==> src/rtl/core/integer_to_roman_encoder_unit_assert.svh <==
// Assertion macros for the Roman numeral encoder.
// Included by the top level; simulation-only checks, empty under synthesis.
`ifndef INTEGER_TO_ROMAN_ENCODER_UNIT_ASSERT_SVH
`define INTEGER_TO_ROMAN_ENCODER_UNIT_ASSERT_SVH
`ifndef SYNTHESIS
// Same-cycle implication, disabled while reset is asserted
`define I2R_ASSERT_NOW(lbl, clk, rst_n, ante, cons) \
    lbl: assert property (@(posedge clk) disable iff (!(rst_n)) (ante) |-> (cons)) \
        else $error("i2r assertion failed");
// Next-cycle implication, disabled while reset is asserted
`define I2R_ASSERT_NXT(lbl, clk, rst_n, ante, cons) \
    lbl: assert property (@(posedge clk) disable iff (!(rst_n)) (ante) |=> (cons)) \
        else $error("i2r assertion failed");
`else
`define I2R_ASSERT_NOW(lbl, clk, rst_n, ante, cons)
`define I2R_ASSERT_NXT(lbl, clk, rst_n, ante, cons)
`endif
`endif

==> src/rtl/core/i2r_pkg.sv <==
// Shared types, constants and the greedy step table of the Roman numeral encoder.
// No dependencies; used by i2r_ctrl, i2r_dp and the top level.
`default_nettype none
package i2r_pkg;

    localparam int unsigned ValueW   = 12;
    localparam int unsigned CharW    = 7;
    localparam int unsigned WeightW  = 10;
    localparam int unsigned NumSteps = 13;
    localparam logic [ValueW-1:0] ValueLimit = 12'd4000;

    localparam logic [CharW-1:0] CH_NONE = 7'd0;
    localparam logic [CharW-1:0] CH_M = 7'h4D;
    localparam logic [CharW-1:0] CH_D = 7'h44;
    localparam logic [CharW-1:0] CH_C = 7'h43;
    localparam logic [CharW-1:0] CH_L = 7'h4C;
    localparam logic [CharW-1:0] CH_X = 7'h58;
    localparam logic [CharW-1:0] CH_V = 7'h56;
    localparam logic [CharW-1:0] CH_I = 7'h49;

    // One greedy step: weight, leading symbol, optional trailing symbol
    typedef struct packed {
        logic [WeightW-1:0] weight;
        logic [CharW-1:0]   first;
        logic [CharW-1:0]   second;
    } step_t;

    // Commands from controller to datapath
    typedef struct packed {
        logic load;
        logic emit;
    } i2r_cmd_t;

    // Status from datapath to controller
    typedef struct packed {
        logic out_free;
        logic last;
    } i2r_stat_t;

    localparam step_t StepTable [NumSteps] = '{
        '{10'd1000, CH_M, CH_NONE},
        '{10'd900,  CH_C, CH_M},
        '{10'd500,  CH_D, CH_NONE},
        '{10'd400,  CH_C, CH_D},
        '{10'd100,  CH_C, CH_NONE},
        '{10'd90,   CH_X, CH_C},
        '{10'd50,   CH_L, CH_NONE},
        '{10'd40,   CH_X, CH_L},
        '{10'd10,   CH_X, CH_NONE},
        '{10'd9,    CH_I, CH_X},
        '{10'd5,    CH_V, CH_NONE},
        '{10'd4,    CH_I, CH_V},
        '{10'd1,    CH_I, CH_NONE}
    };

    // Pick the largest step whose weight fits in the remainder (parallel compares)
    function automatic step_t step_pick(input logic [ValueW-1:0] rest);
        step_t sel;
        sel = StepTable[NumSteps-1];
        for (int k = NumSteps - 1; k >= 0; k--) begin
            if (rest >= {{(ValueW-WeightW){1'b0}}, StepTable[k].weight}) begin
                sel = StepTable[k];
            end
        end
        return sel;
    endfunction

endpackage
`default_nettype wire

==> src/rtl/core/i2r_ctrl.sv <==
// Controller of the Roman numeral encoder: sequences load and symbol emission.
// Depends on i2r_pkg for the command and status structs.
`default_nettype none
module i2r_ctrl import i2r_pkg::*; (
    input  wire logic      aclk,
    input  wire logic      aresetn,
    input  wire logic      s_tvalid,
    output logic           s_tready,
    input  i2r_stat_t      stat,
    output i2r_cmd_t       cmd
);

    typedef enum logic [1:0] {
        ST_IDLE = 2'b01,
        ST_RUN  = 2'b10
    } i2r_state_t;

    i2r_state_t state_reg, state_next;

    // Decode commands and next state
    always_comb begin
        state_next = state_reg;
        s_tready   = 1'b0;
        cmd        = '0;
        unique case (state_reg)
            ST_IDLE: begin
                s_tready = 1'b1;
                if (s_tvalid) begin
                    cmd.load   = 1'b1;
                    state_next = ST_RUN;
                end
            end
            ST_RUN: begin
                if (stat.out_free) begin
                    cmd.emit = 1'b1;
                    if (stat.last) begin
                        state_next = ST_IDLE;
                    end
                end
            end
            default: begin
                state_next = ST_IDLE;
            end
        endcase
    end

    // Hold state
    always_ff @(posedge aclk) begin
        if (!aresetn) begin
            state_reg <= ST_IDLE;
        end else begin
            state_reg <= state_next;
        end
    end

endmodule
`default_nettype wire

==> src/rtl/core/i2r_dp.sv <==
// Datapath of the Roman numeral encoder: remainder, pending symbol, output register.
// Depends on i2r_pkg for the step table and the command and status structs.
`default_nettype none
module i2r_dp import i2r_pkg::*; (
    input  wire logic         aclk,
    input  wire logic         aresetn,
    input  wire logic [15:0]  s_tdata,
    input  i2r_cmd_t          cmd,
    output i2r_stat_t         stat,
    output logic              m_tvalid,
    input  wire logic         m_tready,
    output logic [7:0]        m_tdata,
    output logic              m_tlast,
    output logic [0:0]        m_tuser
);

    logic [ValueW-1:0] rest_reg, rest_next;
    logic [CharW-1:0]  pend_reg, pend_next;
    logic              bad_reg;
    logic              valid_reg;
    logic [CharW-1:0]  char_reg;
    logic              last_reg;
    logic              inv_reg;

    logic [ValueW-1:0] in_value;
    step_t             step;
    logic [CharW-1:0]  emit_char;
    logic              emit_last;

    assign in_value = s_tdata[ValueW-1:0];
    assign step     = step_pick(rest_reg);

    // Choose the symbol of this beat and the remainder it leaves
    always_comb begin
        rest_next = rest_reg;
        pend_next = pend_reg;
        emit_char = CH_NONE;
        emit_last = 1'b1;
        if (bad_reg) begin
            emit_char = CH_NONE;
            emit_last = 1'b1;
        end else if (pend_reg != CH_NONE) begin
            emit_char = pend_reg;
            pend_next = CH_NONE;
            emit_last = (rest_reg == '0);
        end else begin
            emit_char = step.first;
            pend_next = step.second;
            rest_next = rest_reg - {{(ValueW-WeightW){1'b0}}, step.weight};
            emit_last = (step.second == CH_NONE) && (rest_next == '0);
        end
    end

    assign stat.out_free = !valid_reg || m_tready;
    assign stat.last     = emit_last;

    // Load a new value or advance by one symbol
    always_ff @(posedge aclk) begin
        if (cmd.load) begin
            rest_reg <= in_value;
            pend_reg <= CH_NONE;
            bad_reg  <= (in_value == '0) || (in_value >= ValueLimit);
        end else if (cmd.emit) begin
            rest_reg <= rest_next;
            pend_reg <= pend_next;
        end
    end

    // Output beat register
    always_ff @(posedge aclk) begin
        if (!aresetn) begin
            valid_reg <= 1'b0;
        end else if (cmd.emit) begin
            valid_reg <= 1'b1;
        end else if (m_tready) begin
            valid_reg <= 1'b0;
        end
    end

    always_ff @(posedge aclk) begin
        if (cmd.emit) begin
            char_reg <= emit_char;
            last_reg <= emit_last;
            inv_reg  <= bad_reg;
        end
    end

    assign m_tvalid = valid_reg;
    assign m_tdata  = {1'b0, char_reg};
    assign m_tlast  = last_reg;
    assign m_tuser  = inv_reg;

endmodule
`default_nettype wire

==> src/rtl/core/integer_to_roman_encoder_unit.sv <==
// Roman numeral encoder, top level.
// Input: s_tvalid/s_tready/s_tdata carry one 12-bit value per beat.
// Output: m_tvalid/m_tready/m_tdata/m_tlast/m_tuser carry one ASCII symbol per
// beat in writing order; m_tlast marks the final symbol of a number.
// Values 0 and 4000..4095 give one beat with char 0, m_tlast and m_tuser set.
// An accepted value is loaded first; the output beat register then takes its first symbol.
// Throughput: a number has 1 to 15 symbols, emitted by the emit loop at one symbol
// per cycle while the receiver does not stall, after the value is loaded in idle.
// One number is converted at a time; s_tready is high only between numbers,
// and a new value may be taken while the final symbol still waits at the output.
// A stalled receiver (m_tready low) holds the output beat and pauses emission.
// Reset (aresetn low, synchronous) drops any beat in flight and returns to idle.
// Depends on i2r_pkg, i2r_ctrl, i2r_dp and the assertion macro header.
`default_nettype none
`include "integer_to_roman_encoder_unit_assert.svh"
module integer_to_roman_encoder_unit import i2r_pkg::*; (
    input  wire logic        aclk,
    input  wire logic        aresetn,
    input  wire logic        s_tvalid,
    output logic             s_tready,
    input  wire logic [15:0] s_tdata,   // [11:0] value
    output logic             m_tvalid,
    input  wire logic        m_tready,
    output logic [7:0]       m_tdata,   // [6:0] symbol_char
    output logic             m_tlast,
    output logic [0:0]       m_tuser    // [0] invalid
);

    i2r_cmd_t  cmd;
    i2r_stat_t stat;

    i2r_ctrl u_ctrl (
        .aclk     (aclk),
        .aresetn  (aresetn),
        .s_tvalid (s_tvalid),
        .s_tready (s_tready),
        .stat     (stat),
        .cmd      (cmd)
    );

    i2r_dp u_dp (
        .aclk     (aclk),
        .aresetn  (aresetn),
        .s_tdata  (s_tdata),
        .cmd      (cmd),
        .stat     (stat),
        .m_tvalid (m_tvalid),
        .m_tready (m_tready),
        .m_tdata  (m_tdata),
        .m_tlast  (m_tlast),
        .m_tuser  (m_tuser)
    );

    // An invalid beat is a lone beat with no symbol
    `I2R_ASSERT_NOW(a_inv_single, aclk, aresetn, m_tvalid && m_tuser[0], m_tlast && (m_tdata[6:0] == CH_NONE))
    // A valid numeral beat always carries a symbol
    `I2R_ASSERT_NOW(a_sym_nonzero, aclk, aresetn, m_tvalid && !m_tuser[0], m_tdata[6:0] != CH_NONE)
    // After taking a value, input is held off (s_tready drops)
    `I2R_ASSERT_NXT(a_one_at_a_time, aclk, aresetn, s_tvalid && s_tready, !s_tready)

endmodule
`default_nettype wire

==> config.mk <==
export PLATFORM = sky130hd
export DESIGN_NAME = integer_to_roman_encoder_unit
export DESIGN_NICKNAME = d
export VERILOG_FILES = /design/src/rtl/core/i2r_pkg.sv /design/src/rtl/core/i2r_ctrl.sv /design/src/rtl/core/i2r_dp.sv /design/src/rtl/core/integer_to_roman_encoder_unit.sv
export VERILOG_INCLUDE_DIRS = /design/src /design/src/rtl/core
export SDC_FILE = /design/constraint.sdc
export NUM_CORES = 1
export LEC_CHECK = 0
export BUFFER_PORTS_ARGS = -buffer_cell sky130_fd_sc_hd__buf_4
export CAP_MARGIN = 0
export CORE_MARGIN = 2
export CORE_UTILIZATION = 45
export DETAILED_ROUTE_END_ITERATION = 16
export GPL_TIMING_DRIVEN = 1
export HOLD_SLACK_MARGIN = 0.15
export PLACE_DENSITY_LB_ADDON = 0.05
export SETUP_SLACK_MARGIN = 0.4
export SYNTH_ARGS = -nofsm -noshare
export SYNTH_HDL_FRONTEND = slang
export SYNTH_SLANG_ARGS = --single-unit
==> constraint.sdc <==
create_clock -name aclk -period 5.18 [get_ports aclk]
set_input_delay 0.518 -clock aclk [delete_from_list [all_inputs] [get_ports aclk]]
set_output_delay 0.518 -clock aclk [all_outputs]
set_load 0.005 [all_outputs]
==> results of run 1 <==
[metrics by stage]
| step | area, um^2 | total power [mW] | setup WS (ns) |
|---|---|---|---|
| floorplan | 2520 | 0.715 | 1.18 |
| global placement | 2700 | 0.815 | 0.627 |
| detailed placement | 2700 | 0.821 | 0.576 |
| CTS | 2790 | 1.01 | 0.534 |
| global route | 2790 | 1.10 | 0.435 |
| finish | 2790 | 1.01 | 0.645 |
[power groups by stage]
stage               Clock, mW  Combinational [mW]  Sequential [mW]
finish                  0.192               0.466            0.357
global route            0.211               0.528            0.363
CTS                     0.196               0.464            0.354
detailed placement          0               0.461            0.359
global placement            0               0.456            0.359
floorplan                   0               0.396            0.319
[cells in the final DEF, fill, tap and decap left out, types with 3 or more instances in the layout]
cell      Yosys  layout
a21o_1        3       3
a21oi_1      22      22
a22oi_1       6       6
a31oi_1       3       3
buf_4         7      28
clkbuf_8      0       5
dfxtp_1       9       9
edfxtp_1     21      21
ha_1         10      10
inv_1        11      11
nand2_1      30      30
nand2b_1      4       4
nand3_1       5       5
nor2_1       50      50
nor2b_1       7       7
nor3_1        4       4
nor4_1        6       6
nor4b_1       4       4
o211ai_1      5       5
o21a_1        5       5
o21ai_0      25      25
or3_1         3       3
xnor2_1       3       3
xor2_1        4       4
[final timing paths]
kind / start / end / depth (start not counted)
setup / recovery: u_dp.rest_reg[6] / u_ctrl.state_reg[1] / 13
hold / removal: s_tdata[3] / u_dp.rest_reg[3] / 3
setup reg to reg: u_dp.rest_reg[6] / u_ctrl.state_reg[1] / 13
hold reg to reg: u_dp.m_tvalid / u_dp.m_tvalid / 2
[area by class of cell]
cell class | count | area, um^2
clock buffer | 5 | 68.8
clock inverter | 3 | 16.3
fill | 548 | 2650
inverter | 11 | 41.3
multi-input combinational | 251 | 1560
sequential | 30 | 811
tap | 72 | 90.1
timing repair buffer | 28 | 210
[tightest hold or removal path, cell delays in order]
cell	delay (ns)
buf_4	0.08
nand2_1	0.04
nand2_1	0.04
[logic make-up (layout without fill, tap and decap cells)]
kind of cell,Yosys count,count (layout)
AND/OR/NAND/NOR,135,135
AO/OA/AOI/OAI,94,94
flip-flops,30,30
buffers and inverters,29,47
adder cells (fa/ha/maj),11,11
XOR/XNOR,7,7
multiplexers,2,2
other,1,2
[metal layers]
layer,up-vias,global-route usage (%),wire length (um)
li1,1174,-,-
met1,1083,28.9,2940
met2,55,37.8,3070
met3,16,6.14,331
met4,0,8.77,180
met5,-,0,0
==> flow_summary.toml, run 1 <==
[placement]
dp.cells = 392
place_congestion = 0.892
portBuffers = 25
dp_hpwl_mm = 4.89

[synth]
ys_seq_area_share_pct = 32.2
yosysTopAreaCellShare_pct = 25.1
ys_ff_latch = 30
synthAdderAreaFrac_pct = 5.77
synth-main-ff-cell = "edfxtp_1"
synth.avg_cell_area_um2 = 8.14
yosys.area.top_type = "edfxtp_1"
yosysMostFrequentCell = "nor2_1"
synth_xor_area_share_pct = 2.44
synth_cells = 309
synth.area.mux_share_pct = 0.796
synth_area_leaders = "edfxtp_1 (25%), nor2_1 (7.5%), dfxtp_1 (7.2%), ha_1 (5.0%), o21ai_0 (5.0%)"
synth_edf_count = 21
synthArstFlopShare_pct = 0
synth_compound_area_share_pct = 24.5
yosys_warnings = 0
synthSimpleGateAreaFrac_pct = 27.8
yosys.cell_types.count = 66
synth_top_family_by_area = "simple AND/OR/NAND/NOR gates"
syn_area_um2 = 2520
synthTopCellsByCount = "nor2_1 (50), nand2_1 (30), o21ai_0 (25)"

[final_layout]
final_cells = 400
area_delta_synth_final_pct = 11.0
nets = 358
drive_above_1_share_pct = 14.6
final_util_pct = 51.3
largest_register_ffs = 12
antenna_cells = 0

[power_and_ir_drop]
switching_share_pct = 42.3
pwr-share-comb_pct = 45.9
peakVddDrop_mv = 0.182
cellLeakagePower_nw = 1.04
power.switching_mw = 0.429
seqPwrFrac_pct = 35.2
clkPwrFrac_pct = 18.9
internal-power_mw = 0.585
p_per_area_nw_per_um2 = 363

[clock_network]
clkSinkCount = 30
worst_skew_pair.late_latency_ns = 0.29
root_buffer = "clkbuf_8"
htree_levels = 2
cts_hold_buf = 0
cts_resized = 0
clk_path_buf_depth = 2
numCtsBuffers = 5
tritoncts = "done"
post-cts-setup-buffers = 0
worst_setup_hold_path_clk_slew_ns = 0.08

[timing]
fin_hold_ws_ns = 0.493
post-route-min-period_ns = 4.53
slew_headroom_pct = 50.8
rsz0062_at_grt = "no"
fmax_ghz = 0.221
fin_skew_ns = 0.00838
hold_viol_final = 0
slew_violations = 0
tightestPinTransition_ns = 0.736
finalSetupViolCount = 0
setup-tns-final_ns = 0
finalCritPeriodShare_pct = 87.5

[grt]
grt_max_degree = 21
grt.overflow.total = 0
grt_pass1_wl_mm = 11.0
track_usage_pct = 23.0
grt_pass1_vias = 2277
antenna_found_initial = 0

[critical_path]
cp_data_arrival_time_ns = 4.72
path_delay_family = "simple AND/OR/NAND/NOR gates"
worst-path-buf-inv = 1
end_kind = "register"
cp_max_fo = 11
path_common_cell = "or4b_1"
critPathMaxStageDelay_ns = 0.59
start_kind = "register"
required_ns = 5.36
worstSetupPathType = "reg -> reg"
regToRegSetupSlack_ns = 0.65
cpMaxStageDelayCell = "or4b_1"
crit_chain = "nor3_4 -> nand3_2 -> nor3b_1 -> ha_1 -> inv_1 -> fa_1 -> a21o_1 -> a21oi_1 -> xor2_1 -> or4b_1 -> or4b_1 -> o41a_1 -> or2_1"

[routing]
num_vias = 2328
viasPerCell = 5.82
finalWirelength_mm = 6.52
drtIter0Drc = 148
dr.pass1.iters = 4
drc = 0
antenna_left = 0
routedWlPerCell_um = 16.3

[min_path]
hp-class = "in -> reg"

[die]
fp.dieArea_um2 = 6210
initial_core_util_pct = 46.3
pin_count = 32
fp.dieH_um = 78.8
num_rows = 27
die_w_um = 78.8
core_area_um2 = 5440

[status]
status = "finished clean"

[job]
max-cap-violations = 0
Note: power is estimated with default switching activity, not from simulation.
==> run 2, diff against run 1 <==
--- a/config.mk
+++ b/config.mk
@@ -6,6 +6,7 @@
 export SDC_FILE = /design/constraint.sdc
 export NUM_CORES = 1
 export LEC_CHECK = 0
+export ABC_AREA = 1
 export BUFFER_PORTS_ARGS = -buffer_cell sky130_fd_sc_hd__buf_4
 export CAP_MARGIN = 0
 export CORE_MARGIN = 2
@@ -14,6 +15,7 @@
 export GPL_TIMING_DRIVEN = 1
 export HOLD_SLACK_MARGIN = 0.15
 export PLACE_DENSITY_LB_ADDON = 0.05
+export RECOVER_POWER = 50
 export SETUP_SLACK_MARGIN = 0.4
 export SYNTH_ARGS = -nofsm -noshare
 export SYNTH_HDL_FRONTEND = slang
==> run 2 against run 1 <==
Compared with the run above:
- non-clock buffer count is 2 lower
- clock skew decreased by 0.0056 ns
- global-route usage shrank 1.3 points
- register-to-register slack better by 0.94 ns
- clock power fell by 3%
- clock-buffer cell count grew 1
- sequential cell count stayed put
- maximum frequency grew 26%
- largest power group unchanged
- synthesized cell count rose by 17%
- first-iteration DRC count is 2.7% higher
- sequential share of layout area rose by 0.091 points
==> flow_summary.toml, run 2 <==
[synth]
synth-main-ff-cell = "edfxtp_1"
synthAdderAreaFrac_pct = 5.90
synthArstFlopShare_pct = 0
yosys_warnings = 0
synth.avg_cell_area_um2 = 6.79
yosys.cell_types.count = 37
yosysMostFrequentCell = "nand2_1"
synthSimpleGateAreaFrac_pct = 35.9
synth_top_family_by_area = "simple AND/OR/NAND/NOR gates"
synth_xor_area_share_pct = 0.712
ys_ff_latch = 30
ys_seq_area_share_pct = 33.0
synth_cells = 362
synth_compound_area_share_pct = 15.2
syn_area_um2 = 2460
synth_edf_count = 21
yosys.area.top_type = "edfxtp_1"
yosysTopAreaCellShare_pct = 25.6
synth_area_leaders = "edfxtp_1 (26%), nand2_1 (18%), inv_1 (7.6%), dfxtp_1 (7.3%), nor2_1 (6.3%)"
synth.area.mux_share_pct = 0
synthTopCellsByCount = "nand2_1 (115), inv_1 (50), nor2_1 (41)"

[grt]
antenna_found_initial = 0
grt_pass1_wl_mm = 10.3
grt_max_degree = 25
grt.overflow.total = 0
grt_pass1_vias = 2195
track_usage_pct = 21.7

[critical_path]
cp_max_fo = 8
worstSetupPathType = "reg -> reg"
start_kind = "register"
required_ns = 5.37
end_kind = "register"
cp_data_arrival_time_ns = 3.79
regToRegSetupSlack_ns = 1.58

[power_and_ir_drop]
seqPwrFrac_pct = 35.7
p_per_area_nw_per_um2 = 324
finalPower_mw = 0.903
power.switching_mw = 0.383
peakVddDrop_mv = 0.224
internal-power_mw = 0.520
cellLeakagePower_nw = 1.26
pwr-share-comb_pct = 43.5
switching_share_pct = 42.4
clkPwrFrac_pct = 20.7

[clock_network]
htree_levels = 2
cts_hold_buf = 0
post-cts-setup-buffers = 0
worst_skew_pair.late_latency_ns = 0.29
root_buffer = "clkbuf_8"
clk_path_buf_depth = 2
tritoncts = "done"
clkSinkCount = 30
numCtsBuffers = 5
worst_setup_hold_path_clk_slew_ns = 0.07
cts_resized = 0

[die]
pin_count = 32
fp.dieH_um = 77.9
core_area_um2 = 5200
num_rows = 26
fp.dieArea_um2 = 6070
initial_core_util_pct = 47.2
die_w_um = 77.9

[final_layout]
area_delta_synth_final_pct = 13.2
final_cell_mix = "nand2_1 (116), inv_1 (50), nor2_1 (42)"
final_common_cell = "nand2_1"
antenna_cells = 0
nets = 422
drive_above_1_share_pct = 13.8
final_cells = 462
final_cell_area_um2 = 2780
largest_register_ffs = 12

[status]
status = "finished clean"

[placement]
dpl_cell_area_um2 = 2720
dp_hpwl_mm = 4.79
place_congestion = 0.842
dp.cells = 454
portBuffers = 25

[routing]
antenna_left = 0
viasPerCell = 5.13
drc = 0
routedWlPerCell_um = 13.0
drtIter0Drc = 152
num_vias = 2370
finalWirelength_mm = 6.02
dr.pass1.iters = 4

[timing]
fmax_ghz = 0.278
finalSetupViolCount = 0
finalCritPeriodShare_pct = 69.4
slew_violations = 0
post-route-min-period_ns = 3.60
tightestPinTransition_ns = 0.690
rsz0062_at_grt = "no"
fin_skew_ns = 0.00277
hold_viol_final = 0
setup-tns-final_ns = 0
slew_headroom_pct = 53.8

[min_path]
hp-class = "in -> reg"

[job]
max-cap-violations = 0
-- run 2: power groups by stage --
stage | registers [mW] | logic, mW | clock network (mW)
after CTS | 0.322 | 0.394 | 0.189
after global placement | 0.327 | 0.389 | 0
after global routing | 0.326 | 0.456 | 0.199
final | 0.323 | 0.393 | 0.187
after floorplan | 0.315 | 0.304 | 0
after detailed placement | 0.327 | 0.393 | 0
-- run 2: cells by family (layout without fill, tap and decap cells) --
kind of cell	count (synthesis)	after routing
other cells	1	2
compound gates	60	60
simple gates	200	200
xor+xnor	2	2
buf+inv	58	87
flops	30	30
fa+ha+maj	11	11
-- run 2: final cells by class --
cell class	count	area (um^2)
Fill cell	539	2420
Clock inverter	2	10.0
Timing Repair Buffer	26	188
Clock buffer	6	72.6
Multi-Input combinational cell	275	1420
Sequential cell	30	811
Inverter	53	199
Tap cell	70	87.6
-- run 2: metrics by stage --
| step | hold WS, ns | util [%] | setup WS, ns |
|---|---|---|---|
| final | 0.426 | 53.5 | 1.58 |
| after global routing | 0.428 | 53.5 | 1.17 |
| after detailed placement | 0.478 | 52.2 | 1.74 |
| after CTS | 0.425 | 53.8 | 1.72 |
| after floorplan | 0.424 | - | 2.34 |
| after global placement | 0.476 | 52.2 | 1.77 |
-- run 2: per-layer routing --
layer  vias to the layer above  track usage (%)  wire [um]  share of wire (%)
li1                       1237                -          -                  -
met1                      1062             31.4       2990                 50
met2                        66             33.9       2660                 44
met3                         5             2.79        308                5.1
met4                         0             6.14         55               0.91
met5                         -                0          0                  0
-- run 2: critical path, stage by stage (launching register included) --
cell	delay, ns
edfxtp_1	0.55
nor2_1	0.19
nand2_1	0.06
nor2_1	0.31
inv_2	0.10
nor2_4	0.15
nand2_1	0.08
inv_1	0.07
ha_1	0.13
inv_1	0.05
fa_1	0.45
nor2_1	0.13
nor2_1	0.06
nor3_1	0.21
nand2_1	0.07
nor2_1	0.13
nand3_1	0.08
nor2_1	0.14
nand2_1	0.09
nor2_2	0.10
nand3_2	0.09
nand3_2	0.08
nand3_2	0.06
nand2_2	0.08
inv_2	0.03
-- run 2: final timing paths --
check,startpoint,end,cells past startpoint
hold / removal,aresetn,u_ctrl.state_reg[0],2
setup reg to reg,u_dp.rest_reg[6],u_ctrl.state_reg[1],24
hold reg to reg,u_dp.pend_reg[4],u_dp.pend_reg[4],2
setup / recovery,u_dp.rest_reg[6],u_ctrl.state_reg[1],24
